$ cat src/rtl/aff2i_pkg.sv
// Shared types and constants for the 2D affine inverse core.
// No dependencies; imported by every module of the core.
package aff2i_pkg;

  // Six result lanes: four linear terms and two translation terms
  localparam int unsigned LANES = 6;
  // Quotient bits developed by the cell chain; larger quotients flag overflow
  localparam int unsigned QBITS = 33;
  // Cycles from the accepting edge to the edge ending the done cycle
  localparam int unsigned LATENCY = QBITS + 4;

  localparam logic [31:0] POS_LIMIT = 32'h7FFF_FFFF;
  localparam logic [31:0] NEG_LIMIT = 32'h8000_0000;

  typedef logic signed [31:0] word_t;

  // Per-lane long-division state
  typedef struct packed {
    logic [63:0]      rem;   // partial remainder, below divisor unless ovf is set
    logic [QBITS-1:0] low;   // dividend bits still to shift in
    logic [QBITS-1:0] quo;   // quotient bits developed so far
    logic             neg;   // result sign
    logic             ovf;   // quotient known to exceed QBITS bits
  } lane_t;

  // Data handed from cell to cell
  typedef struct packed {
    logic                  singular;
    logic [63:0]           dmag;
    lane_t [LANES-1:0]     lane;
  } stage_t;

endpackage

$ cat src/rtl/aff2i_back.sv
// Back end: round to nearest, apply sign, saturate, zero on singular.
// Depends on aff2i_pkg.
module aff2i_back (
  input  logic              clk_i,
  input  logic              rst_ni,
  input  logic              valid_i,
  input  aff2i_pkg::stage_t stage_i,
  output logic              done_o,
  output aff2i_pkg::word_t  res_o [aff2i_pkg::LANES],
  output logic              singular_o,
  output logic              saturated_o
);
  import aff2i_pkg::*;

  logic  done_q;
  word_t res_d [LANES];
  word_t res_q [LANES];
  logic  sat_d, sat_q, sing_q;

  // Round and clamp each lane
  always_comb begin
    logic        rnd;
    logic [QBITS:0] qr;
    sat_d = 1'b0;
    for (int i = 0; i < LANES; i++) begin
      rnd = ({stage_i.lane[i].rem, 1'b0} >= {1'b0, stage_i.dmag});
      qr  = {1'b0, stage_i.lane[i].quo} + (QBITS+1)'(rnd);
      if (stage_i.lane[i].neg) begin
        if (stage_i.lane[i].ovf || qr > (QBITS+1)'(NEG_LIMIT)) begin
          res_d[i] = NEG_LIMIT;
          sat_d = 1'b1;
        end else begin
          res_d[i] = -qr[31:0];
        end
      end else begin
        if (stage_i.lane[i].ovf || qr > (QBITS+1)'(POS_LIMIT)) begin
          res_d[i] = POS_LIMIT;
          sat_d = 1'b1;
        end else begin
          res_d[i] = qr[31:0];
        end
      end
      if (stage_i.singular) begin
        res_d[i] = '0;
      end
    end
    if (stage_i.singular) begin
      sat_d = 1'b0;
    end
  end

  always_ff @(posedge clk_i or negedge rst_ni) begin
    if (!rst_ni) begin
      done_q <= 1'b0;
    end else begin
      done_q <= valid_i;
    end
  end

  always_ff @(posedge clk_i) begin
    res_q  <= res_d;
    sat_q  <= sat_d;
    sing_q <= stage_i.singular;
  end

  assign done_o      = done_q;
  assign res_o       = res_q;
  assign singular_o  = sing_q;
  assign saturated_o = sat_q;

endmodule

$ cat config.mk
export PLATFORM = sky130hd
export DESIGN_NAME = aff2i_back
export DESIGN_NICKNAME = d
export VERILOG_FILES = /design/src/rtl/aff2i_pkg.sv /design/src/rtl/aff2i_back.sv
export SDC_FILE = /design/constraint.sdc
export NUM_CORES = 1
export LEC_CHECK = 0
export ABC_AREA = 1
export BUFFER_PORTS_ARGS = -buffer_cell sky130_fd_sc_hd__clkbuf_2
export CORE_AREA = 2 2 414 416
export DETAILED_ROUTE_END_ITERATION = 8
export DIE_AREA = 0 0 416 418
export GPL_TIMING_DRIVEN = 0
export MAX_ROUTING_LAYER = met4
export PLACE_DENSITY = 0.34
export SYNTH_ARGS = -nofsm -noshare
export SYNTH_HDL_FRONTEND = slang
export SYNTH_SLANG_ARGS = --single-unit
$ cat constraint.sdc
create_clock -name clk_i -period 0.8 [get_ports clk_i]
set_input_delay 0 -clock clk_i [delete_from_list [all_inputs] [get_ports clk_i]]
set_output_delay 0 -clock clk_i [all_outputs]
set_load 0.01 [all_outputs]
==> reports/qor.csv <==
metric,value,unit
run_status,"finished, violations left",
violations,"hold timing, setup timing",
cts.sinks,195,
grt_start_max_net_pins,18,
max_stage_delay,0.37,ns
cp.required,1.25,ns
setup_tns,-657.44,ns
leakage,19.87,nW
grt-ovfl-total,0,
nets,6842,
final_cell_mix,"nand2_1, clkbuf_2, inv_1",
multi_input_area,26680,µm²
rsz0062_at_grt,true,
hold_path_class,input port to flop,
cpMaxStageDelayCell,nor4_4,
yosys_warnings,0,
core-area,169100,µm²
cp.arrival,4.66,ns
min_path_cells,4,
die_area,173900,µm²
area_growth,67.66,%
drtAntennaViolNets,0,
gp_congestion,0.9050,
crit_end,res_o[145],
critPathKind,input port to flop,
ys_async_sr_fraction,0.005128,
wire_per_inst,21.60,µm
ys_seq_area_frac,0.1460,
crit_start,stage_i[855],
num-fill-cells,18860,
syn_inst,4348,
routed_wirelength,169400,µm
synth_top_area_cell,ha_1,
synth_edf_count,0,
cts.reportedPaths.clkPinSlew,0.08,ns
fin_crit,4.212,ns
synth_cell_types,55,
dieHeight,418,µm
track_usage,0.1915,
rows,151,
slew_violations,0,
worstSetupStartpointType,input port,
worst-path-max-fanout,6,
drive_gt1_frac,0.4208,
endpoint_kind,flop,
first_iter_violations,1682,
yosysTopAreaCellShare,0.1878,
drt_first_pass_iters,7,
h-tree-depth,4,
seq_area,3909,µm²
drc,0,
synthTopCellsByArea,"ha_1, nand2_1, dfxtp_1, nor2_1, a21oi_1",
ir_worst_vdd,2.028,mV
cts_tree,built,
ys_seq_elements,195,
holdBufCountCts,8,
ys.flop_type,dfxtp_1,
synth_fp_nets,5610,
maxCapViolCount,0,
setup_viol,388,
cts_buffer_depth,2,
layout_commonest_cell,nand2_1,
synthesis.area,26780,µm²
via_count,34180,
grt_pass1_vias,33380,
io_pins,1055,
dieWidth,416,µm
start_util,0.1584,
max_freq,237.4,MHz
power_density,869.9,nW/µm²
grt_pass1_wl,233800,µm
syn_area_per_cell,6.159,µm²
detailed_place_hpwl,143600,µm
numPortBuffers,851,
hold_viol_final,10,
worst_slack,-3.412,ns
cts_buffers,17,
power,39.05,mW
viasPerCell,4.359,
fin_crit_sh,5.266,
worstMarginPinSlew,1.216,ns
slew_headroom,0.1893,
root_buffer,clkbuf_16,
hold_slack,-0.08433,ns
antenna_found_initial,46,
-- power by group --
part	leakage (nW)	switching, mW	internal (mW)
Combinational	17.9	11.4	7.40
Sequential	1.63	0.247	10.3
Clock	0.292	4.73	4.93
-- layout make-up --
type | instances | area share
timing repair buffer | 1213 | 0.1814
tap | 2218 | 0.06181
antenna | 32 | 0.001784
sequential | 195 | 0.08706
inverter | 489 | 0.04610
clock inverter | 14 | 0.003985
multi-input combinational | 3571 | 0.5942
clock buffer | 17 | 0.009475
buffer | 93 | 0.01413
-- what timing repair did --
action	4_1_cts	5_1_grt
resized for setup	637	742
pin swaps	200	364
endpoints found under the hold margin	48	14
buffers inserted	219	128
endpoints found under the setup margin	388	388
gates cloned	6	10
-- worst min-delay path by stage --
| stage | startpoint | to | slack (ns) |
|---|---|---|---|
| 2_1_floorplan | rst_ni | done_o | -0.30 |
| 3_3_place_gp | rst_ni | done_o | -0.22 |
| 3_5_place_dp | rst_ni | done_o | -0.22 |
| 4_1_cts | stage_i[662] | res_o[0] | -0.11 |
| 5_1_grt | stage_i[530] | res_o[32] | -0.11 |
| 6_report | stage_i[530] | res_o[32] | -0.08 |
-- registers in the layout (all words and copies together), names as in the netlist --
| signal | count |
|---|---|
| res_o | 192 |
| saturated_o | 1 |
| singular_o | 1 |
| done_o | 1 |
-- per-layer routing --
| metal | vias up | wire [µm] | global-route usage |
|---|---|---|---|
| met4 | 0 | 5877 | 0.06077 |
| met1 | 16040 | 73720 | 0.2353 |
| met2 | 929 | 81060 | 0.3168 |
| li1 | 17050 | - | - |
| met5 | - | 0 | - |
| met3 | 163 | 8701 | 0.03401 |
-- synth_stat cells (all sizes together), types with 5 or more instances --
cell,instances
a2111oi,5
a211oi,16
a21o,12
a21oi,365
a31oi,5
buf,36
clkbuf,58
dfxtp,194
ha,402
inv,486
nand2,1118
nand3,345
nand3b,32
nand4,136
nor2,568
nor3,49
nor4,10
nor4b,5
o2111ai,5
o211ai,13
o21a,7
o21ai,258
o21bai,17
o221ai,7
xnor2,56
xor2,116
-- critical path, delay by kind of cell --
| kind | cells | cell delay [ns] |
|---|---|---|
| buffers and inverters | 4 | 0.54 |
| AND/OR/NAND/NOR | 18 | 2.82 |
| AO/OA/AOI/OAI | 5 | 0.65 |
| adder cells (fa/ha/maj) | 3 | 0.61 |
-- cells by family after synthesis --
logic type,Yosys count,synth area share
xor+xnor,172,0.05710
fa+ha+maj,402,0.1878
flops,195,0.1460
compound gates,723,0.1456
simple gates,2273,0.3769
buf+inv,583,0.08653
-- metrics by stage --
stage	utilization	cell area, µm²	std cells	worst slack, ns
after global placement	0.2042	34520	7417	-5.522
final	0.2655	44900	7842	-3.412
after global routing	0.2654	44890	7838	-3.616
after CTS	0.2388	40380	7680	-3.514
after floorplan	-	27490	4348	-2.674
after detailed placement	0.2042	34520	7417	-5.432
(Power assumes the default switching activity.)
