`src/rtl/aff2i_pkg.sv`:
```
// Shared types and constants for the 2D affine inverse core.
// No dependencies; imported by every module of the core.
package aff2i_pkg;

  // Six result lanes: four linear terms and two translation terms
  localparam int unsigned LANES = 6;
  // Quotient bits developed by the cell chain; larger quotients flag overflow
  localparam int unsigned QBITS = 33;
  // Cycles from the accepting edge to the edge ending the done cycle
  localparam int unsigned LATENCY = QBITS + 4;

  localparam logic [31:0] POS_LIMIT = 32'h7FFF_FFFF;
  localparam logic [31:0] NEG_LIMIT = 32'h8000_0000;

  typedef logic signed [31:0] word_t;

  // Per-lane long-division state
  typedef struct packed {
    logic [63:0]      rem;   // partial remainder, below divisor unless ovf is set
    logic [QBITS-1:0] low;   // dividend bits still to shift in
    logic [QBITS-1:0] quo;   // quotient bits developed so far
    logic             neg;   // result sign
    logic             ovf;   // quotient known to exceed QBITS bits
  } lane_t;

  // Data handed from cell to cell
  typedef struct packed {
    logic                  singular;
    logic [63:0]           dmag;
    lane_t [LANES-1:0]     lane;
  } stage_t;

endpackage

```
`src/rtl/aff2i_cell.sv`:
```
// One divider cell: develops one quotient bit in every lane per cycle.
// Depends on aff2i_pkg.
module aff2i_cell (
  input  logic              clk_i,
  input  logic              rst_ni,
  input  logic              valid_i,
  input  aff2i_pkg::stage_t stage_i,
  output logic              valid_o,
  output aff2i_pkg::stage_t stage_o
);
  import aff2i_pkg::*;

  logic   valid_q;
  stage_t stage_d, stage_q;

  // Shift in one dividend bit, subtract the divisor where it fits
  always_comb begin
    logic [64:0] r2;
    logic        ge;
    stage_d = stage_i;
    for (int i = 0; i < LANES; i++) begin
      r2 = {stage_i.lane[i].rem, stage_i.lane[i].low[QBITS-1]};
      ge = (r2 >= {1'b0, stage_i.dmag});
      stage_d.lane[i].rem = ge ? 64'(r2 - {1'b0, stage_i.dmag}) : r2[63:0];
      stage_d.lane[i].low = {stage_i.lane[i].low[QBITS-2:0], 1'b0};
      stage_d.lane[i].quo = {stage_i.lane[i].quo[QBITS-2:0], ge};
    end
  end

  always_ff @(posedge clk_i or negedge rst_ni) begin
    if (!rst_ni) begin
      valid_q <= 1'b0;
    end else begin
      valid_q <= valid_i;
    end
  end

  always_ff @(posedge clk_i) begin
    stage_q <= stage_d;
  end

  assign valid_o = valid_q;
  assign stage_o = stage_q;

endmodule

```
`config.mk`:
```
export PLATFORM = sky130hd
export DESIGN_NAME = aff2i_cell
export DESIGN_NICKNAME = d
export VERILOG_FILES = /design/src/rtl/aff2i_pkg.sv /design/src/rtl/aff2i_cell.sv
export SDC_FILE = /design/constraint.sdc
export NUM_CORES = 2
export LEC_CHECK = 0
export ABC_AREA = 1
export BUFFER_PORTS_ARGS = -buffer_cell sky130_fd_sc_hd__buf_2
export CELL_PAD_IN_SITES_DETAIL_PLACEMENT = 1
export CELL_PAD_IN_SITES_GLOBAL_PLACEMENT = 1
export CORE_AREA = 2 2 671 673
export DETAILED_ROUTE_END_ITERATION = 6
export DIE_AREA = 0 0 673 675
export PLACE_DENSITY = 0.45
export REMOVE_ABC_BUFFERS = 1
export SLEW_MARGIN = 20
export SYNTH_ARGS = -nofsm -noshare
export SYNTH_HDL_FRONTEND = slang
export SYNTH_SLANG_ARGS = --single-unit
```
`constraint.sdc`:
```
create_clock -name clk_i -period 0.8 [get_ports clk_i]
set_input_delay 0.12 -clock clk_i [delete_from_list [all_inputs] [get_ports clk_i]]
set_output_delay 0.12 -clock clk_i [all_outputs]
set_load 0.01 [all_outputs]
```
==> reports/qor_table.md <==
| Metric | Reported |
|:---|:---|
| Area delta synth->final | 110% |
| Hold Crit Class | in2reg |
| Summed negative setup slack over all endpoints | -900.05 ns |
| Achievable frequency | 571 MHz |
| Placed cells | 19976 |
| Pin count of the biggest net entering global routing | 63 |
| DRT iter0 DRCs | 4234 |
| Leakage dissipation | 0.0652 uW |
| Std-Cell Core Area | 447000 um^2 |
| Aggregate global routing overflow | 0 |
| Commonest register cell after synthesis | sky130_fd_sc_hd__dfxtp_1 |
| Final setup slack of the worst path | -0.951 ns |
| Worst-path maximum fanout | 8 |
| Last weighted congestion value of the routability-driven placer | 0.957 |
| CTS H-tree lvls | 4 |
| Violations in the final reports | negative hold slack, negative setup slack |
| Sequential share of the synthesized area | 29.1% |
| Actual transition at the worst max-transition pin | 0.524 ns |
| Via density per instance | 3.89 |
| # rows | 246 |
| Max Root-Sink Buffers | 4 |
| Final cycle utilization of the critical path | 219% |
| Final std cells w/o fill | 21678 |
| Num Clock Sinks | 852 |
| Synthesized netlist cell count | 9947 |
| Die area | 454000 um^2 |
| Number of ports placed on the die boundary | 1718 |
| Critical path startpoint category | input port |
| Initial antenna violation count | 201 |
| Async set-reset flop share out of synthesis | 0.117% |
| Initial Utilization | 13.1% |
| Total standard cell area after synthesis | 58700 um^2 |
| Average detailed-routed wire length per instance | 27.7 um |
| Routed via count | 84414 |
| Worst hold-check slack | -0.595 ns |
| Worst-case headroom to the max-slew limit | 64.7% |
| Detailed-routing iteration count for the pre-antenna-repair pass | 5 |
| Die Height | 675 um |
| Slew Limit Fails | 0 |
| Power density cells | 1640 nW/um^2 |
| Clock-pin slew of the registers on the worst-case setup and hold paths | 0.06 ns |
| Fill cell instance count of the final layout | 55165 |
| Final #Nets | 16624 |
| Kind of critical path | in2reg |
| Final count of hold timing violations | 202 |
| Run status | finished with violations |
| Largest voltage drop on the vdd net | 0.00144 V |
| Utilization after layout | 27.5% |
| Mean instance size in the synthesized netlist | 5.90 um^2 |
| Layout cell share with drive strength beyond 1 | 39.4% |
| Total number of yosys warnings | 0 |
| Instance area after placement | 96900 um^2 |
| Number of enable-type register cells in the synthesized netlist | 0 |
| Unrepaired setup endpoints after global routing | yes |
| Number of buffers inserted during clock tree synthesis | 134 |
| TritonCTS clock tree | yes |
| I/O Buffers | 1705 |
| Post-synthesis cell type count | 44 |
| Post-layout minimum cycle time | 1.75 ns |
| Buffer type at the clock tree root | sky130_fd_sc_hd__clkbuf_16 |
| Total routing resource utilization after global routing | 25.3% |
| Number of failing setup endpoints in the final timing report | 1244 |
| Worst Path Required | 1.56 ns |
| Max capacitance violation total | 0 |
| Overall die width | 673 um |
| Arrival time at the worst endpoint | 2.52 ns |
| Post-route design area | 123000 um^2 |
| Vias in the first global route | 86394 |
| Wire length of the first global-routing pass | 768000 um |
| Total of flip-flops plus latches after synthesis | 852 |
| Type of element capturing the critical path | flip-flop |
| Detail Placement HPWL | 520000 um |
| Number of routed nets with antenna violations | 0 |
| DRC viols | 0 |
| Overall routed net length | 601000 um |
final timing paths:
path | depth (start not counted) | to | startpoint | slack, ns
max in group asynchronous | 3 | valid_o | rst_ni | 0.08
hold / removal | 1 | stage_o[855] | stage_i[855] | -0.60
setup / recovery | 19 | stage_o[729] | stage_i[832] | -0.95
min in group asynchronous | 3 | valid_o | rst_ni | 0.54
synthesized netlist by cell type (2+ instances only):
cell,n,share of area (%)
sky130_fd_sc_hd__and3_1,16,0.17
sky130_fd_sc_hd__buf_8,3,0.077
sky130_fd_sc_hd__dfxtp_1,851,29
sky130_fd_sc_hd__a21oi_1,270,2.3
sky130_fd_sc_hd__buf_6,15,0.29
sky130_fd_sc_hd__nand2_2,61,0.65
sky130_fd_sc_hd__a21o_1,2,0.026
sky130_fd_sc_hd__fa_1,6,0.20
sky130_fd_sc_hd__nand3_1,851,7.3
sky130_fd_sc_hd__and2_1,4,0.043
sky130_fd_sc_hd__nand3b_1,93,1.2
sky130_fd_sc_hd__buf_12,6,0.20
sky130_fd_sc_hd__nor3_2,5,0.085
sky130_fd_sc_hd__clkbuf_1,51,0.33
sky130_fd_sc_hd__xor2_1,180,2.7
sky130_fd_sc_hd__nand4_1,44,0.47
sky130_fd_sc_hd__or2_2,9,0.096
sky130_fd_sc_hd__xnor2_1,6,0.090
sky130_fd_sc_hd__o21ai_0,40,0.34
sky130_fd_sc_hd__nor4_1,39,0.42
sky130_fd_sc_hd__nor2_1,641,4.1
sky130_fd_sc_hd__buf_1,11,0.070
sky130_fd_sc_hd__inv_2,23,0.15
sky130_fd_sc_hd__ha_1,384,8.2
sky130_fd_sc_hd__buf_2,29,0.25
sky130_fd_sc_hd__nand2_4,8,0.15
sky130_fd_sc_hd__nor2_2,51,0.54
sky130_fd_sc_hd__nor3_1,43,0.37
sky130_fd_sc_hd__o21ai_2,2,0.030
sky130_fd_sc_hd__o21ai_1,4,0.034
sky130_fd_sc_hd__nor2_4,10,0.19
sky130_fd_sc_hd__o21bai_1,11,0.14
sky130_fd_sc_hd__nand2_1,4124,26
sky130_fd_sc_hd__inv_1,2026,13
sky130_fd_sc_hd__nand3_2,11,0.19
sky130_fd_sc_hd__buf_4,6,0.077
sky130_fd_sc_hd__and2_0,4,0.043
per-layer routing:
metal	routed length [um]	track usage, %	part of all wire, %	vias to the layer above
met3	27300	3.75	4.5	825
met1	223000	26.9	37	40274
met2	300000	45.9	50	2151
li1	-	-	-	41106
met4	50700	17.2	8.4	58
met5	391	0	0.065	-
power by group:
part / internal [uW] / total [uW] / switching (uW)
clock network: 37500 / 63300 / 25800
logic: 39100 / 88100 / 49100
registers: 47800 / 50800 / 2990
total: 124000 / 202000 / 77800
cells by family after synthesis:
kind of cell	share of synthesized area (%)
compound gates	2.89
xor+xnor	2.78
fa+ha+maj	8.40
buf+inv	14.4
flops	29.1
other cells	0.00639
simple gates	42.4
final cells by class:
cell class              instances  area [um^2]  area share (%)
repair buffers               5407        45300            36.8
multi-input cells            6929        40200            32.7
flip-flops and latches        852        17200            13.9
clock buffers                 177         3780            3.07
diodes                        258          646           0.524
well taps                    5952         7450            6.05
inverters                    2050         7890            6.41
clock inverters                53          716           0.581
what timing repair did:
action / 4_1_cts / 5_1_grt
hold buffers: 1033 / 51
endpoints found under the hold margin: 847 / 252
buffers inserted: 39 / 76
gates cloned: 8 / 18
endpoints found under the setup margin: 1242 / 1242
gates resized for setup: 780 / 1195
pin swaps: 59 / 230
worst max-delay path: stages:
cell and delay [ns]:
sky130_fd_sc_hd__buf_2 0.12, sky130_fd_sc_hd__inv_4 0.06, sky130_fd_sc_hd__buf_16 0.16, sky130_fd_sc_hd__buf_6 0.21, sky130_fd_sc_hd__ha_4 0.29, sky130_fd_sc_hd__nand2_2 0.07, sky130_fd_sc_hd__nor2_4 0.10, sky130_fd_sc_hd__inv_2 0.05
sky130_fd_sc_hd__nor2_4 0.14, sky130_fd_sc_hd__nand2_4 0.09, sky130_fd_sc_hd__nor2_4 0.14, sky130_fd_sc_hd__nand2_2 0.09, sky130_fd_sc_hd__nand3_2 0.09, sky130_fd_sc_hd__nor2_4 0.06, sky130_fd_sc_hd__nand2_8 0.11, sky130_fd_sc_hd__buf_12 0.19
sky130_fd_sc_hd__buf_16 0.15, sky130_fd_sc_hd__nand2_2 0.05, sky130_fd_sc_hd__o21ai_2 0.07
stage by stage:
| stage | total power (uW) | setup slack (ns) |
|---|---|---|
| after floorplan | 75600 | -2.05 |
| after global placement | 127000 | -2.33 |
| after detailed placement | 127000 | -2.37 |
| after CTS | 200000 | -0.914 |
| after global routing | 211000 | -0.967 |
| final | 202000 | -0.951 |
flip-flops by register name (all words and copies together) (netlist names):
name / count
stage_o: 851
valid_o: 1
cell usage in the layout, fill, tap and decap left out, types with 103 or more instances in the layout:
cell type | Yosys | final
sky130_fd_sc_hd__nand2_2 | 61 | 431
sky130_fd_sc_hd__nor2_2 | 51 | 200
sky130_fd_sc_hd__dfxtp_1 | 851 | 781
sky130_fd_sc_hd__buf_12 | 6 | 382
sky130_fd_sc_hd__nor2_4 | 10 | 103
sky130_fd_sc_hd__nor2_1 | 641 | 399
sky130_fd_sc_hd__diode_2 | 0 | 258
sky130_fd_sc_hd__buf_2 | 29 | 1570
sky130_fd_sc_hd__nand3_1 | 851 | 726
sky130_fd_sc_hd__buf_4 | 6 | 2224
sky130_fd_sc_hd__ha_4 | 0 | 234
sky130_fd_sc_hd__inv_1 | 2026 | 1905
sky130_fd_sc_hd__nand3_2 | 11 | 116
sky130_fd_sc_hd__xor2_1 | 180 | 170
sky130_fd_sc_hd__ha_1 | 384 | 129
sky130_fd_sc_hd__clkbuf_16 | 0 | 154
sky130_fd_sc_hd__dlygate4sd3_1 | 0 | 1084
sky130_fd_sc_hd__nand2_1 | 4124 | 3691
sky130_fd_sc_hd__a21oi_1 | 270 | 192
No activity file was read; power rests on OpenSTA's default activity.
